==> src/rtl/mse_pkg.sv <==
// Package: shared constants, state and command types for the merge sort engine.
`timescale 1ns / 1ps
`default_nettype none
package mse_pkg;

  localparam int DEPTH  = 64;
  localparam int IDX_W  = $clog2(DEPTH);
  localparam int CNT_W  = IDX_W + 1;
  localparam int DATA_W = 32;

  typedef enum logic [2:0] {
    S_LOAD,
    S_PASS,
    S_RUN,
    S_RD,
    S_WR,
    S_OUT_RD,
    S_OUT_SHOW
  } state_t;

  typedef enum logic [3:0] {
    OP_NONE,
    OP_LOAD,
    OP_RUN_INIT,
    OP_RD,
    OP_WR,
    OP_RUN_NEXT,
    OP_PASS_NEXT,
    OP_OUT_START,
    OP_OUT_RD,
    OP_OUT_POP
  } op_t;

  typedef struct packed {
    op_t op;
  } dp_cmd_t;

  typedef struct packed {
    logic pass_done;  // run width has reached the element count
    logic run_done;   // all runs of the current pass are merged
    logic elem_done;  // current run pair fully written
    logic out_last;   // element under output index is the final one
  } dp_status_t;

endpackage
`default_nettype wire

==> src/rtl/mse_ctrl.sv <==
// Controller: sequences load, merge passes and result output.
`timescale 1ns / 1ps
`default_nettype none
module mse_ctrl (
  input  wire                  clk,
  input  wire                  rst_n,
  input  wire                  in_valid,
  input  wire                  in_last,
  input  wire                  out_ready,
  input  mse_pkg::dp_status_t  status,
  output mse_pkg::dp_cmd_t     cmd,
  output logic                 in_ready,
  output logic                 out_valid
);

  mse_pkg::state_t state_r, state_nxt;

  always_ff @(posedge clk) begin
    if (!rst_n) begin
      state_r <= mse_pkg::S_LOAD;
    end else begin
      state_r <= state_nxt;
    end
  end

  // next state
  always_comb begin
    state_nxt = state_r;
    case (state_r)
      mse_pkg::S_LOAD: begin
        if (in_valid && in_last) state_nxt = mse_pkg::S_PASS;
      end
      mse_pkg::S_PASS: begin
        state_nxt = status.pass_done ? mse_pkg::S_OUT_RD : mse_pkg::S_RUN;
      end
      mse_pkg::S_RUN: begin
        state_nxt = status.run_done ? mse_pkg::S_PASS : mse_pkg::S_RD;
      end
      mse_pkg::S_RD: begin
        state_nxt = status.elem_done ? mse_pkg::S_RUN : mse_pkg::S_WR;
      end
      mse_pkg::S_WR: begin
        state_nxt = mse_pkg::S_RD;
      end
      mse_pkg::S_OUT_RD: begin
        state_nxt = mse_pkg::S_OUT_SHOW;
      end
      mse_pkg::S_OUT_SHOW: begin
        if (out_ready) begin
          state_nxt = status.out_last ? mse_pkg::S_LOAD : mse_pkg::S_OUT_RD;
        end
      end
      default: begin
        state_nxt = mse_pkg::S_LOAD;
      end
    endcase
  end

  // outputs
  always_comb begin
    cmd.op    = mse_pkg::OP_NONE;
    in_ready  = 1'b0;
    out_valid = 1'b0;
    case (state_r)
      mse_pkg::S_LOAD: begin
        in_ready = 1'b1;
        if (in_valid) cmd.op = mse_pkg::OP_LOAD;
      end
      mse_pkg::S_PASS: begin
        cmd.op = status.pass_done ? mse_pkg::OP_OUT_START : mse_pkg::OP_NONE;
      end
      mse_pkg::S_RUN: begin
        cmd.op = status.run_done ? mse_pkg::OP_PASS_NEXT : mse_pkg::OP_RUN_INIT;
      end
      mse_pkg::S_RD: begin
        cmd.op = status.elem_done ? mse_pkg::OP_RUN_NEXT : mse_pkg::OP_RD;
      end
      mse_pkg::S_WR: begin
        cmd.op = mse_pkg::OP_WR;
      end
      mse_pkg::S_OUT_RD: begin
        cmd.op = mse_pkg::OP_OUT_RD;
      end
      mse_pkg::S_OUT_SHOW: begin
        out_valid = 1'b1;
        if (out_ready) cmd.op = mse_pkg::OP_OUT_POP;
      end
      default: begin
        cmd.op = mse_pkg::OP_NONE;
      end
    endcase
  end

endmodule
`default_nettype wire

==> config.mk <==
export PLATFORM = sky130hd
export DESIGN_NAME = mse_ctrl
export DESIGN_NICKNAME = d
export VERILOG_FILES = /design/src/rtl/mse_pkg.sv /design/src/rtl/mse_ctrl.sv
export SDC_FILE = /design/constraint.sdc
export NUM_CORES = 1
export LEC_CHECK = 0
export ABC_AREA = 0
export BUFFER_PORTS_ARGS = -buffer_cell sky130_fd_sc_hd__buf_2
export CELL_PAD_IN_SITES_DETAIL_PLACEMENT = 0
export CELL_PAD_IN_SITES_GLOBAL_PLACEMENT = 1
export CORE_AREA = 2 2 39 41
export DETAILED_ROUTE_END_ITERATION = 12
export DIE_AREA = 0 0 41 43
export HOLD_SLACK_MARGIN = 0.03
export PLACE_DENSITY = 0.59
export SLEW_MARGIN = 20
export SYNTH_ARGS = -nofsm -noshare
export SYNTH_HDL_FRONTEND = slang
export SYNTH_SLANG_ARGS = --single-unit
==> constraint.sdc <==
create_clock -name clk -period 1.9 [get_ports clk]
set_input_delay 0.38 -clock clk [delete_from_list [all_inputs] [get_ports clk]]
set_output_delay 0.38 -clock clk [all_outputs]
set_load 0.01 [all_outputs]
Word-level counts from Yosys, hierarchy flattened. Index checks and enable logic that the tools add are counted.

Register bits: 3. Latch bits: 0. Bits in writable memories: 0. ROM bits: 0. Input bits: 9. Output and inout port bits: 6. Word-level logic and storage cells: 27. Memories: 0.

Add/subtract/negate cells: 0. Multiply operators: 0. Divide/modulo/power cells: 0. Order comparisons: 0. Eq/ne operators: 8. Shift operators: 0. Muxes and demuxes: 15. Bitwise logic cells: 0. Reductions and logical operators: 3.

Operators with widths (number): 4-bit case mux with 7 select lines (1); 3-bit 2-to-1 mux (8); 3-bit case mux with 7 select lines (1); 3-bit equality test, second input constant (3); 3-bit by 2-bit equality test with 1-bit output, second input constant (2); 4-bit 2-to-1 mux (1); 2-bit inequality test, second input constant (2); 3-bit by 1-bit equality test with 1-bit output, second input constant (1); 3-bit logical NOT (1); 1-bit 2-to-1 mux (3); 2-bit 2-to-1 mux (1); 2-bit AND reduction (1); 1-bit logical AND (1).

Longest topological paths before layout. Gate-level depths: netlist of the first run.

Word-level depth: 3. Depth in mapped cells: 4. Mapped depth without buffers: 3.

Worst setup path after synthesis of the first run. Ideal clock, no wire load.

Kind: register to output. From: register state_r[0]. To: output cmd[1] in the netlist's numbering. Data arrival time: 0.951 ns. Data required time: 1.520 ns. Slack: 0.569 ns. Cell stages (with the launch flop): 4. Path buffers: 0. Cells stage by stage: dfxtp_1 inv_2 or2_1 a21oi_1.

RTL lines: start: declaration (RTL line mse_ctrl.sv:16) `mse_pkg::state_t state_r, state_nxt;`; start signal: assignment (RTL line mse_ctrl.sv:20) `state_r <= mse_pkg::S_LOAD;`; start signal: assignment (RTL line mse_ctrl.sv:22) `state_r <= state_nxt;`; end: declaration (RTL line mse_ctrl.sv:11) `output mse_pkg::dp_cmd_t cmd,`.

==> run summary, run 1 <==
The worst reg2reg path depth is 4. Register clock-pin slew on the reported worst setup and hold paths: 40 ps. In the routed layout, each cell is associated on average with a via count of 5.09. In the post-synthesis netlist, the biggest area contributors are dfxtp_1 (19%), buf_6 (7.0%), nand2_1 (5.8%).

The worst register-to-register path ends at state_r[2]. The number of standard cells in the layout, taps in and fillers out was 76. Number of buffers inserted by port buffering: 14. The initial utilization of the core area, before any placement, comes to 23.3%. For the number of global-route vias before repair, the log shows 375. Data arrives at the worst endpoint at 1380 ps. After detailed routing, the total wire length is 881 microns. Buffers inserted during clock tree synthesis total 3.

The tools report the number of antenna violations at the first check in global routing as 0. Counting every net in the synthesized netlist gives 53. Cell family with the largest share of critical-path delay: flip-flops. Final estimated routing congestion in global placement: 0.775. Setup repair after global routing left no endpoint under its margin. The startpoint identified for the worst register-to-register timing path is state_r[0].

The flow ran to the end, and the final reports show no timing, DRC or antenna violations. After floorplanning, the core was divided into 14 placement rows. Cells with a size suffix above 1 make up 40.0% of the layout. The min-delay analysis places its worst path in the category in2reg. STA puts the critical path data required time at 1520 ps. The logs give 0 for the final antenna diode count and 0.000191 V for the worst voltage drop across the vdd grid.

The maximum achievable frequency is 568 MHz. Walking the worst path, the cells encountered are buf_4 > a21oi_1 > a31oi_1 > o21a_1 > buf_2. The worst setup path is of the reg2out kind. The worst register-to-register path has a setup slack of 700 ps.

Global routing consumed, over all layers together, 11.5% of the routing resources. The number of enable flip-flop cells after synthesis was 0. The HPWL after detailed placement is 692 microns. Library cell contributing the largest single delay on the critical path: dfxtp_1. In the synthesized netlist the dominant register cell turns out to be dfxtp_1. STA classifies the critical path startpoint as a register. The tools report the first-pass GRT wire length as 1.46 mm.

The max-cap violation count is 0. Placed standard-cell area: 393 sq um. The worst hold path begins at rst_n.

Along the worst path, the maximum fanout reaches 9. The floorplan step defined a die boundary enclosing 0.00176 sq mm. The tools report the total negative setup slack as 0 ps. The cell sitting at the root of the clock tree is a clkbuf_4.

The number of fillers in the final layout was 164. For the pin with the worst max-slew slack, the measured transition is 333 ps. The logs give 44 for the number of cells produced by synthesis and 0 for the number of nets with antenna violations after routing.

The number of warnings printed during yosys synthesis is 0. Finished layout cell area: 420 sq um. The final number of hold-violating endpoints was 0; the number of flip-flops in the largest register was 3. The biggest area contributor in the post-synthesis netlist is dfxtp_1. The initial detailed-routing violation count is 8, and the static leakage is 0.190 nW.

The number of pins exceeding their max-slew limit in the final report came out at 0. The tools report the hold path endpoint as state_r[0]. The setup-violating endpoint count in the final report was 0; the iteration count of the initial detailed-routing pass was 4.

In the final routed layout, each cell accounts on average for 11.6 microns. Dividing the synthesized area by the synthesized cell count gives 7.34 sq um. For this block, the via count after detailed routing is 387. The core region is 0.00138 sq mm.

The proportion of netlist area held by the largest area contributor was 18.6%; the part of the Yosys area used for sequential elements was 18.6%. From left edge to right edge, the die measures 41 microns. After clock tree synthesis, the repair step resized 0 gates.

Total power for the finished layout comes to 0.000352 W. The routed design could run at a clock period as short as 1760 ps. Of all flip-flops after synthesis, the portion carrying an async set or reset was 0%. The remaining routing DRC violations is 0.

Clock tree synthesis found a total of 3 sinks. The number of buffers and inverters on the critical path was 2. Library cell with the highest instance count after synthesis: nand2_1.

Between clock sinks in the finished design, the worst skew comes to 3.60 ps. Sorting the synthesized cells by how often they occur yields nand2_1 (5), dfxtp_1 (3), nand2b_1 (3), nor2_1 (3), o21ai_0 (3). TritonCTS built the clock tree.

The logs give 15 for the largest net degree at the start of global routing and 323 sq um for the post-synthesis instance area. The setup fix buffers added after clock tree synthesis is 0. After synthesis the netlist holds a flip-flop and latch count of 3.

The net total in the final layout is 70. The cell count after placement is 72. The tools report the number of hold buffers added after cts as 0. Die height: 43 microns. Once layout is complete, the utilization of the core stands at 30.4%. Measured against its own limit, the worst slew margin works out to 77.7%.

Dividing total power by cell area gives a power density of 838 mW/mm^2. The kind of end point of the critical path is a primary output. Worst stage delay on the critical path: 480 ps. In the final layout, the registers with the most flip-flops are state_r: 3 flops. Residual overflow from global routing: 0. CTS H-tree depth: 1. The later pin in the worst-skew pair is clocked with a latency of 230 ps. Register name with the most flops: state_r. 15 I/O pins were placed. The final period utilization was 92.6%.

For the buffer depth of the longest clock path, the log shows 2. The area growth from synthesis to layout is 30.2%. Along the worst hold path, the cell count comes to 2. The distinct cell type count after synthesis came out at 26.
==> worst register-to-register path, stage by stage, from the launching register on <==
cell and delay [ps]:
dfxtp_1 480, buf_4 220, o21ai_0 110, nand2b_1 180, a31oi_1 150
==> where the power goes <==
group	internal, W	leakage [nW]	switching, W	total (W)
Combinational	0.0000716	0.150	0.0000695	0.000141
Sequential	0.0000725	0.0250	0.0000233	0.0000958
Clock	0.0000789	0.0150	0.0000365	0.000115
==> layout make-up <==
class / count / area, sq um / area share, %
Tap cell: 16 / 20.0 / 4.76
Sequential cell: 3 / 61.3 / 14.6
Inverter: 1 / 3.75 / 0.893
Timing Repair Buffer: 15 / 77.6 / 18.5
Multi-Input combinational cell: 37 / 231 / 55.1
Clock buffer: 4 / 26.3 / 6.25
==> per-layer routing <==
layer	part of all wire, %	global-route usage [%]
met3	2.4	3.66
met4	0	2.67
met2	55	19.7
met5	0	0
met1	43	13.1
==> layout by cell type (no fill, tap or decap), drive strengths merged <==
| cell type | netlist | layout |
|---|---|---|
| o22ai | 1 | 1 |
| o211ai | 2 | 2 |
| nand3 | 2 | 2 |
| o21ai | 3 | 3 |
| nor3 | 1 | 1 |
| a21o | 1 | 1 |
| nand2 | 6 | 6 |
| dfxtp | 3 | 3 |
| mux2i | 1 | 1 |
| nand2b | 3 | 3 |
| inv | 1 | 1 |
| a31oi | 2 | 2 |
| nor2 | 3 | 3 |
| nand3b | 1 | 1 |
| a21oi | 2 | 2 |
| clkbuf | 0 | 4 |
| or2 | 1 | 1 |
| and3 | 1 | 1 |
| and2b | 1 | 1 |
| a2bb2oi | 2 | 2 |
| a22oi | 1 | 1 |
| o21a | 2 | 2 |
| buf | 3 | 15 |
| and2 | 1 | 1 |
==> how the worst max path moves through the flow <==
stage                    start  endpoint  cells past startpoint
floorplan           state_r[0]    cmd[1]                      3
global placement    state_r[0]    cmd[2]                      5
detailed placement  state_r[1]    cmd[1]                      4
CTS                 state_r[1]    cmd[1]                      4
global route        state_r[0]    cmd[2]                      5
finish              state_r[0]    cmd[2]                      5
==> cell families (layout without fill, tap and decap cells) <==
kind of cell	count (synthesis)	after routing	share of synthesized area (%)
AOI/OAI and AO/OA	16	16	34.9
buffers and inverters	4	20	9.69
DFF	3	3	18.6
muxes	1	1	3.10
and+or+nand+nor	20	20	33.7
==> per-stage QoR <==
step,hold WS (ps),worst slack (ps)
floorplan,518,569
global placement,685,347
detailed placement,659,326
CTS,444,74.4
global route,454,7.06
finish,451,140
No activity file was read; power rests on OpenSTA's default activity.
==> inputs of run 2 (changes only) <==
- PLACE_DENSITY: 0.59 -> 0.72
==> run 2 against run 1 <==
Worst hold slack worse by 2.9 ps. Sequential power is 2% higher. Worst setup slack worse by 11 ps. Highest routed layer unchanged. Critical path depth stayed put. Sequential share of layout area stayed put. Maximum frequency is 0.63% lower. Flip-flop and latch count stayed put. Register-to-register slack worse by 30 ps. Design area stayed put. Clock power hardly changed.
==> run summary, run 2 (synthesized netlist as in run 1, its figures left out) <==
The tools report the arrival time at the worst endpoint as 1390 ps (was 1380 ps). The tools report the final number of hold-violating endpoints as 0 (unchanged). The number of fillers in the final layout was 160 (was 164); the post-route met1 wirelength was 365 microns (was 376 microns). The residual overflow from global routing was 0 (unchanged). The iteration count of the initial detailed-routing pass was 3 (was 4). The post-layout minimum cycle time came out at 1770 ps (was 1760 ps). The number of nets with antenna violations after routing came out at 0 (unchanged).

Critical path data required time: 1520 ps (about the same). Number of antenna violations at the first check in global routing: 0 (unchanged). The run gives 786 microns (was 881 microns) as the overall routed net length. The insertion delay of the later-clocked pin in the worst-skew pair came out at 240 ps (was 230 ps). The worst stage delay on the critical path came out at 500 ps (was 480 ps). The largest net degree at the start of global routing is 15 (unchanged). The area growth from synthesis to final layout is 30.2% (unchanged), and the first-pass GRT wire length is 1.15 mm (was 1.46 mm). The logs give 0.00176 sq mm (unchanged) for the die outline area and 0.749 (was 0.775) for the final estimated routing congestion in global placement. For the final antenna diode count, the log shows 0 (unchanged). The run gives 2 (unchanged) as the buffer depth of the longest clock path. The number of hold buffers added after cts was 0 (unchanged).

The worst voltage drop across the vdd grid was 0.000255 V (was 0.000191 V). For the detailed-routed wire length on met2, the log shows 355 microns (was 483 microns). The run gives 565 MHz (was 568 MHz) as the maximum achievable frequency. For the count of standard-cell rows, the log shows 14 (unchanged). The highest routing layer actually used is met3 (unchanged). For the total internal power, the log shows 0.000223 W (about the same). Final period utilization: 93.2% (was 92.6%).

The static leakage was 0.190 nW (unchanged). The tools report the CTS H-tree depth as 1 (unchanged). The via density per instance works out to 4.82 (was 5.09).

The start-to-end type of the worst setup path is reg2out (unchanged). The tools report the internal reg-to-reg setup slack as 670 ps (was 700 ps). The CTS buffer count was 3 (unchanged).

The run gives 0 (unchanged) as the remaining routing DRC violations. The run finished with clean final reports. The total negative setup slack was 0 ps (unchanged). The depth of the worst hold-timing path was 3 (was 2).

Combinational share of power: 39.6% (was 40.0%). The core box area came out at 0.00138 sq mm (unchanged). The number of standard cells in the layout, taps in and fillers out is 76 (unchanged), and the number of buffers inserted by port buffering is 14 (unchanged). The run gives 23.3% (unchanged) as the effective utilization at floorplan.

The max-cap violation count was 0 (unchanged). The die height is 43 microns (unchanged). The final setup skew was 1.27 ps (was 3.60 ps); the worst slack after detailed placement was 347 ps (was 326 ps). The total length of routed met3 wires was 65 microns (was 21 microns); the TritonCTS sink count was 3 (unchanged). The relative contribution of sequential cells to total power was 28.0% (was 27.2%); the fraction of final layout cells sized beyond drive strength 1 was 40.0% (unchanged).

The kind of end point of the critical path was a primary output (unchanged). The tools report the sort of element at the start of the critical path as a register (unchanged). The net total in the final layout is 70 (unchanged).

The most frequent standard cell in the layout excluding fill and tap cells was buf_2 (unchanged). The total power per unit cell area came out at 827 mW/mm^2 (was 838 mW/mm^2). Top library cells by usage in the layout, fill and taps aside: buf_2 (14), nand2_1 (5) (unchanged). The number of global-route vias before repair is 316 (was 375). For the number of pins exceeding their max-slew limit in the final report, the log shows 0 (unchanged). Largest registers: state_r: 3 flops (unchanged).

TritonCTS built the clock tree. The final setup slack of the worst path was 129 ps (was 140 ps); the slew of the pin with the lowest slew margin was 340 ps (was 333 ps). The remaining max-slew budget at the tightest pin came out at 77.3% (was 77.7%). The multi-input logic area was 231 sq um (unchanged); the switching power total was 0.000125 W (was 0.000129 W). The library cell contributing the largest single delay on the critical path is dfxtp_1 (unchanged). The cell count after placement was 72 (unchanged).

The register area is 61.3 sq um (unchanged). Setup repair after global routing left no endpoint under its margin. Ordered list of cells on the worst path: buf_4 > a21oi_1 > a31oi_1 > o21a_1 > buf_2 (unchanged).

The register name with the most flops is state_r (unchanged). The number of flip-flops in the largest register was 3 (unchanged). The largest driver fanout on the critical path works out to 10 (was 9).

The x dimension of the die is 41 microns (unchanged). The worst reg2reg path depth was 4 (unchanged); the register clock-pin slew on the reported worst setup and hold paths was 40 ps (about the same). The post-detailed-placement half-perimeter wirelength is 631 microns (was 692 microns). The number of vias in the routed layout came out at 366 (was 387). The initial detailed-routing violation count is 4 (was 8), and the wire length per cell after detailed routing is 10.3 microns (was 11.6 microns). The setup fix buffers added after clock tree synthesis came out at 0 (unchanged).

For the count of boundary I/O pins, the log shows 15 (unchanged). The run gives 0 (unchanged) as the setup-violating endpoint count in the final report. Clock network fraction of total power: 32.4% (was 32.8%). The tools report the buffer cell driving the clock tree root as clkbuf_4 (unchanged). The fraction of power spent switching nets is 35.8% (was 36.7%).

For the combined global-route utilization of all metal layers, the log shows 9.82% (was 11.5%). The classification of the worst-slack hold path is in2reg (unchanged).
==> run 2: cell counts in the layout (fill, tap and decap cells not counted) <==
Identical to the previous run, type by type.
==> run 2: worst paths after layout <==
path | from | end
worst max-delay path | state_r[0] | cmd[2]
worst min-delay path | rst_n | state_r[2]
worst max register to register | state_r[0] | state_r[2]
worst min register to register | state_r[2] | state_r[1]
==> run 2: routing by layer <==
layer / up-vias / track usage, %
met2: 8 / 13.8
met3: 0 / 6.28
met4: 0 / 4.00
met5: - / 0
met1: 166 / 11.5
li1: 192 / -
==> run 2: power groups by stage <==
stage	clock [W]	sequential (W)	combinational, W
finish	0.000113	0.0000973	0.000138
global route	0.000123	0.0000999	0.000153
CTS	0.000117	0.0000958	0.000140
detailed placement	0	0.0000967	0.000139
global placement	0	0.0000973	0.000139
floorplan	0	0.0000827	0.000115
==> run 2: worst max-delay path, delay by kind of cell, from the launching register on <==
kind,cells,cell delay [ps]
AO/OA/AOI/OAI,3,320
buffers and inverters,2,330
flip-flops,1,500
==> run 2: what timing repair did <==
item / 4_1_cts / 5_1_grt
resized for setup: 0 / 1
setup endpoints to repair: 0 / 1
hold endpoints to repair: 0 / 0
==> run 2: metrics by stage <==
step           util, %  hold slack, ps  area, sq um  power [W]
5_1_grt           30.4             470          420   0.000376
6_report          30.4             448          420   0.000348
3_3_place_gp      28.4             650          393   0.000237
2_1_floorplan        -             518          323   0.000198
4_1_cts           30.3             446          419   0.000353
3_5_place_dp      28.4             650          393   0.000236
==> run 2: layout make-up <==
class | count | share of cell area (%)
multi-input combinational | 37 | 55.1
timing repair buffer | 15 | 18.5
sequential | 3 | 14.6
clock buffer | 4 | 6.25
tap | 16 | 4.76
inverter | 1 | 0.893
